===== src/hdl/vde_pkg.sv =====
// Shared types and constants for the vector distance engine.
package vde_pkg;

  localparam int AccW = 48;
  localparam int ElemBits = 16;
  localparam logic [1:0] MetricCos = 2'd0;
  localparam logic [1:0] MetricEuc = 2'd1;
  localparam logic [1:0] MetricMan = 2'd2;
  localparam logic [31:0] OneQ14 = 32'd16384;

  typedef struct packed {
    logic signed [15:0] a_elem;
    logic signed [15:0] b_elem;
    logic               last;
  } in_req_t;

  typedef struct packed {
    logic signed [31:0] value;
    logic               zero_norm;
  } out_req_t;

  // One finished vector, handed from the accumulating front to the solver.
  typedef struct packed {
    logic [1:0]             metric;
    logic signed [AccW-1:0] dot;
    logic signed [AccW-1:0] na;
    logic signed [AccW-1:0] nb;
  } job_t;

endpackage


===== src/hdl/vde_front.sv =====
// Front end: accumulate element pairs and emit one job per vector.
module vde_front (
  input  logic                clk_i,
  input  logic                rst_ni,
  input  logic [1:0]          metric_i,
  input  logic                in_valid,
  output logic                in_ready,
  input  vde_pkg::in_req_t    in_data,
  output logic                job_valid_o,
  input  logic                job_ready_i,
  output vde_pkg::job_t       job_o
);

  localparam int AW = vde_pkg::AccW;
  localparam int ElemBits = vde_pkg::ElemBits;
  localparam logic signed [AW-1:0] AccMax = {1'b0, {(AW-1){1'b1}}};
  localparam logic signed [AW-1:0] AccMin = {1'b1, {(AW-1){1'b0}}};

  // Stage 1: registered terms (products or absolute differences).
  logic               s1_valid_q, s1_last_q;
  logic [1:0]         s1_metric_q;
  logic signed [AW-1:0] s1_t0_q, s1_t1_q, s1_t2_q;
  logic signed [AW-1:0] dot_q, na_q, nb_q, dot_d, na_d, nb_d;
  logic               jv_q;
  vde_pkg::job_t      job_q;

  logic signed [ElemBits-1:0] a, b;
  logic signed [ElemBits:0]   df;
  logic [ElemBits:0]          ad;
  logic signed [AW-1:0]       t0, t1, t2;

  // Hold the pipe while a finished job waits for the back end.
  logic adv;
  assign adv = !(jv_q && !job_ready_i);
  assign in_ready = adv;

  always_comb begin
    a  = in_data.a_elem[ElemBits-1:0];
    b  = in_data.b_elem[ElemBits-1:0];
    df = (ElemBits+1)'(a) - (ElemBits+1)'(b);
    ad = df[ElemBits] ? (ElemBits+1)'(-df) : df;
    t0 = '0; t1 = '0; t2 = '0;
    case (metric_i)
      vde_pkg::MetricCos: begin
        t0 = AW'((2*ElemBits)'(a) * (2*ElemBits)'(b));
        t1 = AW'((2*ElemBits)'(a) * (2*ElemBits)'(a));
        t2 = AW'((2*ElemBits)'(b) * (2*ElemBits)'(b));
      end
      vde_pkg::MetricEuc: begin
        if ((ElemBits+1 > 24) && ((AW+1)'(ad) >= (AW+1)'(1 << 24))) t0 = AccMax;
        else t0 = AW'((2*ElemBits+2)'(ad) * (2*ElemBits+2)'(ad));
      end
      vde_pkg::MetricMan: t0 = AW'($signed({1'b0, ad}));
      default: ;
    endcase
  end

  function automatic logic signed [AW-1:0] sat_add(logic signed [AW-1:0] x,
                                                    logic signed [AW-1:0] y);
    logic signed [AW:0] s;
    s = (AW+1)'(x) + (AW+1)'(y);
    if (s > (AW+1)'(AccMax)) return AccMax;
    if (s < (AW+1)'(AccMin)) return AccMin;
    return s[AW-1:0];
  endfunction

  always_comb begin
    dot_d = sat_add(dot_q, s1_t0_q);
    na_d  = sat_add(na_q, s1_t1_q);
    nb_d  = sat_add(nb_q, s1_t2_q);
  end

  always_ff @(posedge clk_i or negedge rst_ni) begin
    if (!rst_ni) begin
      s1_valid_q <= 1'b0;
      dot_q <= '0; na_q <= '0; nb_q <= '0;
      jv_q <= 1'b0;
    end else begin
      if (adv) begin
        s1_valid_q <= in_valid;
        if (s1_valid_q) begin
          if (s1_last_q) begin
            dot_q <= '0; na_q <= '0; nb_q <= '0;
          end else begin
            dot_q <= dot_d; na_q <= na_d; nb_q <= nb_d;
          end
        end
      end
      jv_q <= (jv_q && !job_ready_i) || (adv && s1_valid_q && s1_last_q);
    end
  end

  always_ff @(posedge clk_i) begin
    if (adv) begin
      s1_last_q   <= in_data.last;
      s1_metric_q <= metric_i;
      s1_t0_q <= t0; s1_t1_q <= t1; s1_t2_q <= t2;
      if (s1_valid_q && s1_last_q) begin
        job_q.metric <= s1_metric_q;
        job_q.dot <= dot_d; job_q.na <= na_d; job_q.nb <= nb_d;
      end
    end
  end

  assign job_valid_o = jv_q;
  assign job_o = job_q;

endmodule


===== config.mk =====
export PLATFORM = sky130hd
export DESIGN_NAME = vde_front
export DESIGN_NICKNAME = d
export VERILOG_FILES = /design/src/hdl/vde_pkg.sv /design/src/hdl/vde_front.sv
export SDC_FILE = /design/constraint.sdc
export NUM_CORES = 2
export LEC_CHECK = 0
export BUFFER_PORTS_ARGS = -buffer_cell sky130_fd_sc_hd__buf_4
export CAP_MARGIN = 20
export CORE_MARGIN = 2
export CORE_UTILIZATION = 50
export DETAILED_ROUTE_END_ITERATION = 8
export PLACE_DENSITY = 0.66
export SLEW_MARGIN = 20
export SYNTH_ARGS = -nofsm -noshare
export SYNTH_HDL_FRONTEND = slang
export SYNTH_SLANG_ARGS = --single-unit

===== constraint.sdc =====
create_clock -name clk_i -period 14.4 [get_ports clk_i]
set_input_delay 1.44 -clock clk_i [delete_from_list [all_inputs] [get_ports clk_i]]
set_output_delay 1.44 -clock clk_i [all_outputs]
set_load 0.05 [all_outputs]

# Word-level counts from Yosys, hierarchy flattened

Index checks and enable logic that the tools add are counted.

$add $sub $neg: 5
Multiply operators: 4
Order comparisons: 6
Equality and inequality tests: 2
Muxes and demuxes: 26
Bitwise operators: 1
Reduce and logical (&&, ||, !) cells: 10

Operators with widths:

| operator               | count |
|---|---|
| $mux W48               | 15 |
| $gt A49 B48 Y1 const B | 3 |
| $lt A49 B48 Y1 const B | 3 |
| $pmux W48 S3           | 1 |
| $add A48 B32 Y49       | 2 |
| $mul A16 B16 Y32       | 3 |
| $add A48 B48 Y49       | 1 |
| $mul A17 B17 Y34       | 1 |
| $mux W17               | 1 |
| $neg A17 Y17           | 1 |
| $sub A16 B16 Y17       | 1 |
| $mux W1                | 9 |
| $logic_and A1 B1 Y1    | 4 |
| $reduce_and A2 Y1      | 2 |
| $eq A2 B1 Y1 const B   | 1 |
| $eq A2 B2 Y1 const B   | 1 |
| $logic_not A1 Y1       | 2 |
| $logic_not A2 Y1       | 1 |
| $logic_or A1 B1 Y1     | 1 |
| $not A1 Y1             | 1 |

Flip-flop bits (word level): 407
Word-level logic and storage cells: 68

# Logic depth before layout (Yosys ltp)

Word-level depth: 7
Mapped depth: 38
Depth with buffers taken out: 36

# Least setup slack after synthesis

OpenSTA, ideal clock, no wires.

Path type: in2reg
Start point: input port in_data[2] in the netlist's numbering
End point: register s1_t0_q[32] (data pin)
Library setup time: 0.274 ns
Arrival: 10.278 ns
Slack: 3.848 ns
Cell stages on the path: 34
Cells stage by stage: clkbuf_1 -> clkinv_1 -> clkbuf_1 -> ha_1 -> nand2b_1 -> a21oi_1 -> or4_1 -> a2111oi_2 -> nand4_1 -> or4_4 -> nand2_1 -> xnor2_1 -> clkbuf_1 -> nand2_1 -> fa_1 -> fa_1 -> fa_1 -> inv_1 -> fa_1 -> fa_1 -> inv_1 -> fa_1 -> inv_1 -> ha_1 -> nand2_1 -> or3_1 -> nor3_1 -> nand3_1 -> a31oi_1 -> a2111oi_0 -> or3_1 -> o21ai_0 -> xnor2_1 -> o22ai_1

Cells in the longest elaborated chain, start to end: 5

Ends and longest elaborated chain:

| element              | line            | RTL |
|---|---|---|
| start, declared      | vde_front.sv:8  | `input vde_pkg::in_req_t in_data,` |
| $sub A16 B16 Y17     | vde_front.sv:40 | `df = (ElemBits+1)'(a) - (ElemBits+1)'(b);` |
| $neg A17 Y17         | vde_front.sv:41 | `ad = df[ElemBits] ? (ElemBits+1)'(-df) : df;` |
| $mux W17             | vde_front.sv:41 |  |
| $mul A17 B17 Y34     | vde_front.sv:51 | `else t0 = AW'((2*ElemBits+2)'(ad) * (2*ElemBits+2)'(ad));` |
| $pmux W48 S3 *       | vde_front.sv:43 | `case (metric_i)` |
| net t0[32]           | vde_front.sv:30 | `logic signed [AW-1:0] t0, t1, t2;` |
| end signal, assigned | vde_front.sv:97 | `s1_t0_q <= t0; s1_t1_q <= t1; s1_t2_q <= t2;` |
| end, declared        | vde_front.sv:22 | `logic signed [AW-1:0] s1_t0_q, s1_t1_q, s1_t2_q;` |

The timed path passes the listed nets; every way through them passes the cells marked *.
A chain may end at the register's enable or synchronous reset.

# Final worst setup path

Start point: input port in_data[18] in the netlist's numbering
End point: register s1_t0_q[27] (data pin)

The elaborated chain is that of the path after synthesis.

==> results.toml <==
[clock_tree]
clk_latency_ps = 590
clock-root-buffer = "clkbuf_16"
cts_buffers = 40
ctsLongestPathBuffers = 3
path_clk_slew_ps = 60
cts_sinks = 392
post_cts_buffers = 0
cts_resized = 0
cts_max_level = 2
cts_tree = "built"
hold_buffers = 0

[finish]
final_cell_area_um2 = 63300
fillers = 10900
nets = 7985
layout-drive-gt1-share_pct = 5.54
area_growth_pct = 7.34

[timing]
fin_skew_ps = 33.6
fmax_mhz = 84.4
rsz0062_at_grt = "no"
slew_viol_final = 0
fin_ws_ps = 2550
hold_viol_final = 0
timing.setup.tns_ps = 0
setup_viol = 0
worst_pin_slew_ps = 1070
fin_crit_ps = 11850
max-slew-margin-rel_pct = 28.2
post-route-period-util_pct = 82.3

[yosys]
avgSynthCellArea_um2 = 9.16
yosys.area.top_type = "fa_1"
synth-seq-cells = 392
synth_warnings = 0
synthFlopType = "edfxtp_1"
yosysSeqAreaShare_pct = 18.7
synth_edf_count = 246
ys_types = 87
netlist.area_leader.share_pct = 31.7
yosys-top-cells-area = "fa_1 (32%), edfxtp_1 (13%), ha_1 (11%)"
synth-async-reset-ratio_pct = 37.2
synth_area_um2 = 59000
syn_inst = 6440

[outcome]
status = "finished, final reports clean"

[setup_path]
cpMaxStageDelayCell = "xor2_1"
cp_num_buf_inv = 7
setup.worst_path.start_class = "input port"
crit_required_ps = 14690
cp.arrival_ps = 12140
path_common_cell = "fa_1"
end_kind = "flip-flop"
critical_path.max_stage_delay_ps = 870
critPathMaxFanout = 20
path_delay_family = "adder cells"
worstSetupPathType = "input port to flip-flop"

[die]
io_pins = 187
start_util_pct = 50.2
die_w_um = 348
die_area_um2 = 121000
core_um2 = 118000
die_h_um = 348
num_rows = 126

[global_route]
grt_pass1_vias = 46300
grtUsageTotal_pct = 26.9
grt_pass1_wl_um = 255000
gr-total-overflow = 0
grt_max_degree = 102
grt_antenna_before_repair = 7

[route]
vias_per_cell = 5.55
wl_met2_um = 73100
dr.max_layer_used = "met5"
routed_wl_um = 160000
first_pass_iters = 6
route.met3.wl_um = 12400
drtAntennaViolNets = 0
route.detailed.drc = 0
wl_met1_um = 70200
drtIter0Drc = 3423
vias = 44700
wl_per_cell_um = 19.9

[job]
max_cap_viol_count = 0

[placed_design]
io_buffers = 186
dp_slack_ps = 2210
placed_area_um2 = 61900
dpl.hpwl_um = 127000
gp_congestion = 0.962

[worst_hold_path]
hold_class = "flip-flop to flip-flop"
==> per-layer routing <==
layer | up-vias | GRT usage (%)
li1 | 20600 | -
met1 | 22300 | 37.8
met2 | 1475 | 43.0
met3 | 248 | 4.87
met4 | 6 | 6.98
met5 | - | 0
==> cells in the mapped netlist, drive strengths merged (8+ instances only) <==
| cell | count |
|---|---|
| a211o | 12 |
| ha | 527 |
| nor2b | 31 |
| or3 | 22 |
| nand4 | 38 |
| nand3 | 61 |
| clkinv | 9 |
| nor3 | 51 |
| fa | 934 |
| o31ai | 17 |
| or4 | 10 |
| or2 | 17 |
| and3 | 34 |
| and2 | 107 |
| xor2 | 115 |
| xnor2 | 169 |
| a22o | 26 |
| nor2 | 599 |
| nand2b | 59 |
| a21boi | 10 |
| buf | 29 |
| inv | 1235 |
| o22ai | 13 |
| a2111oi | 13 |
| a21o | 152 |
| dfrtp | 146 |
| a31oi | 49 |
| nor3b | 12 |
| clkbuf | 217 |
| a21oi | 289 |
| nor4 | 10 |
| o21a | 29 |
| edfxtp | 246 |
| o211ai | 19 |
| a211oi | 32 |
| mux2i | 11 |
| nand2 | 647 |
| nand3b | 8 |
| o21ai | 278 |
| o21bai | 42 |
| a31o | 14 |
| a41oi | 8 |
==> per-stage QoR <==
step	std cells	util [%]	hold WS (ps)
5_1_grt	8055	53.9	425
4_1_cts	8053	53.9	420
2_1_floorplan	6450	-	400
3_5_place_dp	7979	52.6	406
6_report	8055	53.9	423
3_3_place_gp	7979	52.6	401
==> flip-flops by register name, summed over array words and instances, names as in the netlist <==
register,flops
dot_q,48
job_o,146
job_valid_o,1
na_q,48
nb_q,48
s1_last_q,1
s1_metric_q,2
s1_t0_q,35
s1_t1_q,31
s1_t2_q,31
s1_valid_q,1
==> path summary, 6_finish.rpt <==
path	start	endpoint	slack, ps	cells after the start
setup / recovery	in_data[18]	s1_t0_q[27]$_DFFE_PN_	2550	33
hold / removal	s1_metric_q[1]$_DFFE_PN_	job_o[145]$_DFFE_PP_	420	0
setup reg to reg	s1_t2_q[9]$_SDFFCE_PN0N_	nb_q[0]$_DFFE_PN0P_	9310	13
hold reg to reg	s1_metric_q[1]$_DFFE_PN_	job_o[145]$_DFFE_PP_	420	0
max in group asynchronous	rst_ni	dot_q[5]$_DFFE_PN0P_	12350	2
min in group asynchronous	rst_ni	nb_q[36]$_DFFE_PN0P_	850	1
==> placed cells by master, fill, tap and decap left out, types with 107 or more instances in the layout <==
master / count
o21ai_0: 269
xor2_1: 114
inv_1: 1228
edfxtp_1: 246
nand2_1: 646
nor2_1: 597
a21oi_1: 289
xnor2_1: 169
fa_1: 934
dfrtp_1: 146
buf_4: 237
and2_1: 107
ha_1: 527
a21o_1: 152
==> cell type report <==
class | instances | area (µm²) | share of cell area (%)
Multi-Input combinational cell | 4568 | 42500 | 67.0
Sequential cell | 392 | 11000 | 17.4
Inverter | 1244 | 4670 | 7.38
Tap cell | 1536 | 1920 | 3.03
Timing Repair Buffer | 239 | 1810 | 2.86
Clock buffer | 54 | 1140 | 1.80
Clock inverter | 20 | 282 | 0.444
Antenna cell | 2 | 5.00 | 0.00790
==> cell families (layout without fill, tap and decap cells) <==
kind of cell / count (synthesis) / after routing / share of synthesized area, %
AND/OR/NAND/NOR: 1720 / 1720 / 12.8
buffers and inverters: 1490 / 1557 / 9.51
adder cells (fa/ha/maj): 1461 / 1461 / 42.9
AO/OA/AOI/OAI: 1077 / 1077 / 11.6
flip-flops: 392 / 392 / 18.7
XOR/XNOR: 284 / 284 / 4.23
multiplexers: 14 / 14 / 0.244
other: 2 / 14 / 0.0127
Power is left out: the tool's default activity adds up to more than one toggle a clock period on the data nets, which glitch-free logic cannot reach.
