## config.mk

```make
export PLATFORM = sky130hd
export DESIGN_NAME = vde_back
export DESIGN_NICKNAME = d
export VERILOG_FILES = /design/src/hdl/vde_pkg.sv /design/src/hdl/vde_back.sv
export SDC_FILE = /design/constraint.sdc
export NUM_CORES = 2
export LEC_CHECK = 0
export ABC_CLOCK_PERIOD_IN_PS = 29600
export BUFFER_PORTS_ARGS = -buffer_cell sky130_fd_sc_hd__buf_4
export CAP_MARGIN = 10
export CORE_ASPECT_RATIO = 1.5
export CORE_MARGIN = 2
export CORE_UTILIZATION = 59
export CTS_CLUSTER_SIZE = 20
export DETAILED_ROUTE_END_ITERATION = 16
export GPL_ROUTABILITY_DRIVEN = 0
export GPL_TIMING_DRIVEN = 0
export PLACE_DENSITY = 0.75
export RECOVER_POWER = 100
export SETUP_SLACK_MARGIN = 0.15
export SYNTH_ARGS = -nofsm -noshare
export SYNTH_HDL_FRONTEND = slang
export SYNTH_SLANG_ARGS = --single-unit
export TNS_END_PERCENT = 100
```

## constraint.sdc

```tcl
create_clock -name clk_i -period 29.6 [get_ports clk_i]
set_input_delay 4.44 -clock clk_i [delete_from_list [all_inputs] [get_ports clk_i]]
set_output_delay 4.44 -clock clk_i [all_outputs]
set_load 0.02 [all_outputs]
```

## src/hdl/vde_pkg.sv

```systemverilog
// Shared types and constants for the vector distance engine.
package vde_pkg;

  localparam int AccW = 48;
  localparam int ElemBits = 16;
  localparam logic [1:0] MetricCos = 2'd0;
  localparam logic [1:0] MetricEuc = 2'd1;
  localparam logic [1:0] MetricMan = 2'd2;
  localparam logic [31:0] OneQ14 = 32'd16384;

  typedef struct packed {
    logic signed [15:0] a_elem;
    logic signed [15:0] b_elem;
    logic               last;
  } in_req_t;

  typedef struct packed {
    logic signed [31:0] value;
    logic               zero_norm;
  } out_req_t;

  // One finished vector, handed from the accumulating front to the solver.
  typedef struct packed {
    logic [1:0]             metric;
    logic signed [AccW-1:0] dot;
    logic signed [AccW-1:0] na;
    logic signed [AccW-1:0] nb;
  } job_t;

endpackage

```

## src/hdl/vde_back.sv

```systemverilog
// Back end: roots, multiply, divide and saturation, one job at a time.
module vde_back (
  input  logic              clk_i,
  input  logic              rst_ni,
  input  logic              job_valid_i,
  output logic              job_ready_o,
  input  vde_pkg::job_t     job_i,
  output logic              out_valid,
  input  logic              out_ready,
  output vde_pkg::out_req_t out_data
);

  localparam logic [2:0] StIdle = 3'd0, StSq1 = 3'd1, StSq2 = 3'd2, StMul = 3'd3,
                         StDiv = 3'd4, StFin = 3'd5, StOut = 3'd6;
  localparam int AW = vde_pkg::AccW;

  logic [2:0]  st_q;
  logic [1:0]  met_q;
  logic        neg_q;
  logic [63:0] x_q, res_q, bit_q;   // isqrt working set
  logic [63:0] s1_q, s2_q;
  logic [63:0] p_q, d_q, r_q, q_q;  // divider working set
  logic [6:0]  cnt_q;
  logic [47:0] dabs;
  logic [63:0] rs, rsh;
  vde_pkg::out_req_t o_q;
  logic [31:0] mh;   // multiplier operand, split in halves for the multiply
  logic [63:0] pp_q;

  assign job_ready_o = (st_q == StIdle);
  assign out_valid = (st_q == StOut);
  assign out_data = o_q;
  assign dabs = job_i.dot[AW-1] ? 48'(-job_i.dot) : 48'(job_i.dot);
  assign rs = res_q + bit_q;
  assign rsh = {r_q[62:0], 1'b0};
  assign mh = s2_q[31:0];

  always_ff @(posedge clk_i or negedge rst_ni) begin
    if (!rst_ni) begin
      st_q <= StIdle;
    end else begin
      case (st_q)
        StIdle: begin
          if (job_valid_i) begin
            met_q <= job_i.metric;
            neg_q <= job_i.dot[AW-1];
            d_q   <= 64'(dabs);
            res_q <= '0; bit_q <= 64'd1 << 62; cnt_q <= '0;
            o_q   <= '0;
            case (job_i.metric)
              vde_pkg::MetricCos: begin
                if (job_i.na <= 0 || job_i.nb <= 0) begin
                  o_q.zero_norm <= 1'b1; st_q <= StOut;
                end else begin
                  x_q <= {job_i.na, 16'd0}; p_q <= {job_i.nb, 16'd0}; st_q <= StSq1;
                end
              end
              vde_pkg::MetricEuc: begin
                x_q <= job_i.dot[AW-1] ? 64'd0 : 64'(job_i.dot); st_q <= StSq1;
              end
              vde_pkg::MetricMan: begin
                if (job_i.dot > 48'sh7FFFFFFF) o_q.value <= 32'h7FFFFFFF;
                else if (job_i.dot < -48'sh80000000) o_q.value <= 32'h80000000;
                else o_q.value <= job_i.dot[31:0];
                st_q <= StOut;
              end
              default: st_q <= StOut;
            endcase
          end
        end
        StSq1, StSq2: begin
          // Shift-and-subtract root; bit_q walks down two places a step.
          if (bit_q != 0) begin
            if (x_q >= rs) begin
              x_q <= x_q - rs; res_q <= (res_q >> 1) + bit_q;
            end else res_q <= res_q >> 1;
            bit_q <= bit_q >> 2;
          end else if (met_q == vde_pkg::MetricEuc) begin
            o_q.value <= (x_q > res_q) ? 32'(res_q + 1) : 32'(res_q);
            st_q <= StOut;
          end else if (st_q == StSq1) begin
            s1_q <= res_q; x_q <= p_q; res_q <= '0; bit_q <= 64'd1 << 62;
            st_q <= StSq2;
          end else begin
            s2_q <= res_q; cnt_q <= '0; st_q <= StMul;
          end
        end
        StMul: begin
          // Roots fit in 32 bits; two half products, the first held in pp_q.
          if (cnt_q == 0) begin
            pp_q <= 64'(48'(s1_q[31:0]) * 48'(mh[15:0])); cnt_q <= 7'd1;
          end else begin
            p_q <= pp_q + (64'(48'(s1_q[31:0]) * 48'(mh[31:16])) << 16);
            r_q <= '0; q_q <= '0; cnt_q <= '0; st_q <= StDiv;
          end
        end
        StDiv: begin
          // Restoring divide of d * 2^31 by p, one quotient bit a cycle.
          begin
            logic [63:0] rn;
            rn = (cnt_q < 7'd48) ? (rsh | 64'(d_q[47 - cnt_q[5:0]])) : rsh;
            if (rn >= p_q) begin
              r_q <= rn - p_q; q_q <= {q_q[62:0], 1'b1};
            end else begin
              r_q <= rn; q_q <= {q_q[62:0], 1'b0};
            end
          end
          if (cnt_q == 7'd78) st_q <= StFin;
          cnt_q <= cnt_q + 7'd1;
        end
        StFin: begin
          begin
            logic [63:0] qr;
            qr = (q_q + 64'd1) >> 1;
            if (q_q[63:32] >= 32'd1 || qr > 64'(vde_pkg::OneQ14)) qr = 64'(vde_pkg::OneQ14);
            o_q.value <= neg_q ? -32'(qr) : 32'(qr);
          end
          st_q <= StOut;
        end
        StOut: if (out_ready) st_q <= StIdle;
        default: st_q <= StIdle;
      endcase
    end
  end

endmodule

```

==> Yosys cells after proc, flatten, opt, wreduce, memory -nomap -nowiden <==
Cells that the tools add are included.
{ "word_totals": {"reg_bits": 589, "input_bits": 150, "out_inout_bits": 35, "elab_cells": 156} }
{ "classes": {"add_sub_neg": 11, "multipliers": 2, "order_cmp": 11, "n_eq_ne": 25, "n_mux": 63, "bitwise": 4, "reduce_logical": 23} }
{ "op_table": {"columns": ["op", "n"], "rows": [
  ["two-way mux 64 bit", 21],
  ["case mux 64 bit (2 select lines)", 6],
  ["two-way mux 32 bit", 9],
  [">= comparator 64 bit", 2],
  ["case mux 63 bit (2 select lines)", 1],
  ["<= comparator 48 x 1 -> 1 bit (second input constant)", 2],
  ["multiplier 32 x 16 -> 48 bit", 2],
  ["case mux 32 bit (3 select lines)", 1],
  ["two-way mux 47 bit", 2],
  ["adder 48 x 64 -> 64 bit", 1],
  ["adder 63 x 64 -> 64 bit", 1],
  ["adder 64 x 1 -> 64 bit (second input constant)", 1],
  ["adder 64 bit", 1],
  ["greater-than comparator 64 bit", 1],
  ["bitwise OR 64 x 1 -> 64 bit", 1],
  ["nonzero test 64 bit", 1],
  ["subtractor 64 bit", 1],
  ["greater-than comparator 63 x 15 -> 1 bit (second input constant)", 1],
  ["two-way mux 63 bit", 1],
  ["subtractor 63 bit", 1],
  ["greater-than comparator 48 x 32 -> 1 bit (second input constant)", 1],
  ["< comparator 48 x 32 -> 1 bit (second input constant)", 1],
  ["negation 48 bit", 1],
  ["two-way mux 33 bit", 1],
  ["37 further kinds", 78]
]} }

==> Logic depth before layout (Yosys ltp) <==
{ "depth": {"depth_word": 8, "mapped_depth": 37, "ltp_nobuf": 35} }

==> Worst setup path before layout <==
Ideal clock, no wire load.
{ "synth_timing": {"path_kind": "input to register", "start": "input job_valid_i", "end": "register x_q[0], enable pin", "setup_time_ns": 0.507, "arrival_time_ns": 24.183, "t_required_ns": 29.093, "setup_slack_ns": 4.910, "path_stages": 4, "path_buffers": 0, "cell_sequence": "o21ai_0 -> a2111oi_0 -> o31ai_1 -> a21oi_1"} }
{ "synth_between": {"elab_chain_len": 2} }
{ "synth_lines": {"columns": ["element", "line", "source"], "rows": [
  ["start, declared", "vde_back.sv:5", "input logic job_valid_i,"],
  ["!= test 2 bit (no source line)", null, null],
  ["AND reduction 8 bit (no source line)", null, null],
  ["end signal, assigned", "vde_back.sv:55", "x_q <= {job_i.na, 16'd0}; p_q <= {job_i.nb, 16'd0}; st_q <= StSq1;"],
  ["end signal, assigned", "vde_back.sv:59", "x_q <= job_i.dot[AW-1] ? 64'd0 : 64'(job_i.dot); st_q <= StSq1;"],
  ["end signal, assigned", "vde_back.sv:75", "x_q <= x_q - rs; res_q <= (res_q >> 1) + bit_q;"],
  ["end, declared", "vde_back.sv:20", "logic [63:0] x_q, res_q, bit_q;"]
]} }
No other way between the ends.
A chain may end at the register's enable or synchronous reset.

==> Final worst setup path <==
{ "layout_timing": {"start": "register res_q[0]", "end": "register x_q[3], enable pin"} }
{ "layout_between": {"elab_chain_len": 4} }
{ "layout_lines": {"columns": ["element", "line", "source"], "rows": [
  ["start, declared", "vde_back.sv:20", null],
  ["start signal, assigned", "vde_back.sv:75", null],
  ["start signal, assigned", "vde_back.sv:76", "end else res_q <= res_q >> 1;"],
  ["adder 64 bit", "vde_back.sv:34", "assign rs = res_q + bit_q;"],
  [">= comparator 64 bit", "vde_back.sv:74", "if (x_q >= rs) begin"],
  ["!= test 3 bit (no source line)", null, null],
  ["AND reduction 8 bit (no source line)", null, null]
]} }
No other way between the ends.

==> impl_metrics.ini <==
[sta]
worst_pin_slew_ns = 2.32
finalCriticalPeriod_ns = 12.39
slew_headroom = -0.547
finalSetupTns_ns = 0
final.setup_skew_ns = 0.0462
setup_viol = 0
hold_viol = 0
rsz0062_at_grt = false
drv_slew = 321
max_freq_mhz = 80.7
period_share = 0.419

[synth]
synth_top_area_frac = 0.227
synth_area_um2 = 74100
syn_area_per_cell_um2 = 8.96
synth_largest_area_cell = fa_1
synth_edf_count = 554
netlist_top_cells_area = fa_1, edfxtp_1, ha_1
ys_seq_area_frac = 0.225
ys_seq_elements = 557
syn-num-nets = 9804
synth_warnings = 0
ys.flop_type = edfxtp_1
synth_cell_type_count = 99
ys_async_sr_fraction = 0.00539
postSynthCellCount = 8273

[setup_path]
r2r_setup_slack_ns = 17.21
cpLargestDelayFamily = compound AO/OA/AOI/OAI gates
slowest_delay_ns = 1.86
worstPathMaxFanout = 28
ff2ff_path_depth = 25
crit_type = reg -> reg
crit_end = x_q[3]$_DFFE_PP_
worst-path-stages = 25
start_kind = flip-flop
end_kind = flip-flop
timing.rr.end = x_q[3]$_DFFE_PP_
crit_start = res_q[0]$_SDFFCE_PN0P_
cpMaxStageDelayCell = a21oi_1
r2r_start = res_q[0]$_SDFFCE_PN0P_
crit_arrival_ns = 12.68
cp_common_cell = o21ai_0
path_buf_inv = 4
cp.required_ns = 29.89

[routing]
drt-pass1-iter-count = 14
post_drt_via_cell_ratio = 6.51
wl_per_cell_um = 26.5
wirelength_mm = 271
ant_nets = 0
drc_errors = 0
drtIter0Drc = 6541
num_vias = 66632

[flow_run]
cap_violations = 16

[final_layout]
final_util = 0.635
final_cell_mix = nand2_1, inv_1, fa_1
nets = 10090
fillers = 10543
ff_latch_area_um2 = 16700
final_common_cell = nand2_1
layout-drive-gt1-share = 0.0346
areaGrowthSynthToFinish_pct = 7.04
multi_input_area_um2 = 51700

[global_routing]
grt_max_degree = 34
grt_pass1_wl_mm = 402
grt_overflow_total = 0
grtUsageTotal = 0.421
antenna_found_initial = 28
grt_pass1_vias = 67988

[cts]
root_buffer = clkbuf_16
post_cts_buffers = 0
ctsResizeCount = 0
cts_hold_buf = 0
cts_tree = built
cts_buffers = 53
clockBufferDepth = 3
cts_sinks = 557
clkLatencyLatePin_ns = 0.70
cts.htree.levels = 2
path_clk_slew_ns = 0.07

[pwr]
total_leakage_power_uw = 0.0343
irDropWorstVdd_mv = 0.103
power_density_nw_per_um2 = 67.6

[placed_design]
hpwl_mm = 221
port_buffers = 184

[floorplan]
dieArea_um2 = 129000
core_um2 = 125000
die_h_um = 438
ios = 185
rows = 159
initial_utilization = 0.593
die_x_um = 293

[min_path]
worst_hold_startpoint = pp_q[1]$_DFFE_PP_
hold_path.class = reg -> reg

[run_status]
run_status = finished with violations
violations = max-capacitance violations, max-slew violations
-- cell type report --
type,count,share of cell area
Buffer,415,0.0197
Clock inverter,41,0.00631
Timing Repair Buffer,231,0.0177
Multi-Input combinational cell,6223,0.652
Inverter,1078,0.0510
Antenna cell,17,0.000536
Tap cell,1610,0.0254
Sequential cell,557,0.211
Clock buffer,57,0.0169
-- flip-flops by register name, indices dropped and copies added, names as in the netlist --
signal	flops
st_q	3
met_q	2
cnt_q	7
x_q	64
s1_q	32
q_q	64
s2_q	32
pp_q	48
p_q	64
bit_q	32
d_q	48
neg_q	1
r_q	63
out_data	33
res_q	64
-- cells in the mapped netlist (36+ instances only) --
cell,count
o21ai_1,84
nor2b_1,51
a21o_1,214
o21bai_1,55
inv_1,1075
edfxtp_1,554
clkbuf_1,390
mux2i_1,45
a31oi_1,90
nor4_1,80
nand4_1,120
xor2_1,138
a211oi_1,85
nor3b_1,36
nand3_1,114
o31ai_1,37
nand2_1,1147
o21ai_0,237
nor2_1,424
and3_1,53
and2_1,439
or3_1,41
o21a_1,49
a21oi_1,436
nor3_1,115
fa_1,839
xnor2_1,323
ha_1,542
nand2b_1,36
-- worst min path at each step --
stage / end / slack [ns] / cells past startpoint
6_report: p_q[1]$_SDFFCE_PN0P_ / 0.50 / 1
3_3_place_gp: p_q[4]$_SDFFCE_PN0P_ / 0.50 / 1
5_1_grt: p_q[1]$_SDFFCE_PN0P_ / 0.51 / 1
4_1_cts: p_q[1]$_SDFFCE_PN0P_ / 0.51 / 1
2_1_floorplan: s1_q[11]$_DFFE_PP_ / 0.47 / 0
3_5_place_dp: p_q[15]$_SDFFCE_PN0P_ / 0.50 / 1
-- per-stage QoR --
stage | instance area [um2] | setup slack [ns] | instances | hold slack [ns] | total power, uW
3_3_place_gp | 77500 | -9.97 | 10067 | 0.501 | 4380
6_report | 79400 | 17.21 | 10229 | 0.502 | 5360
3_5_place_dp | 78100 | 19.54 | 10110 | 0.503 | 4460
2_1_floorplan | 74100 | 4.91 | 8273 | 0.474 | 3590
4_1_cts | 79900 | 19.48 | 10208 | 0.512 | 5220
5_1_grt | 79300 | 17.05 | 10216 | 0.513 | 5640
-- cells by family after synthesis --
family / after synthesis / share of synthesized area
AO/OA/AOI/OAI: 1561 / 0.136
AND/OR/NAND/NOR: 2755 / 0.179
adder cells (fa/ha/maj): 1381 / 0.318
XOR/XNOR: 461 / 0.0545
multiplexers: 65 / 0.0114
buffers and inverters: 1493 / 0.0758
flip-flops: 557 / 0.225
-- power breakdown --
part / leakage [uW] / switching (uW) / internal (uW) / total (uW)
logic: 0.0279 / 2030 / 1220 / 3250
registers: 0.00549 / 191 / 1160 / 1350
clock network: 0.000900 / 350 / 413 / 763
-- metal layers --
| metal | global-route usage | vias to the layer above | routed length (um) |
|---|---|---|---|
| li1 | - | 28454 | - |
| met1 | 0.425 | 32071 | 82500 |
| met2 | 0.691 | 4446 | 125000 |
| met3 | 0.108 | 1633 | 28100 |
| met4 | 0.427 | 28 | 34300 |
| met5 | 0 | - | 180 |
Note: power is estimated with default switching activity, not from simulation.
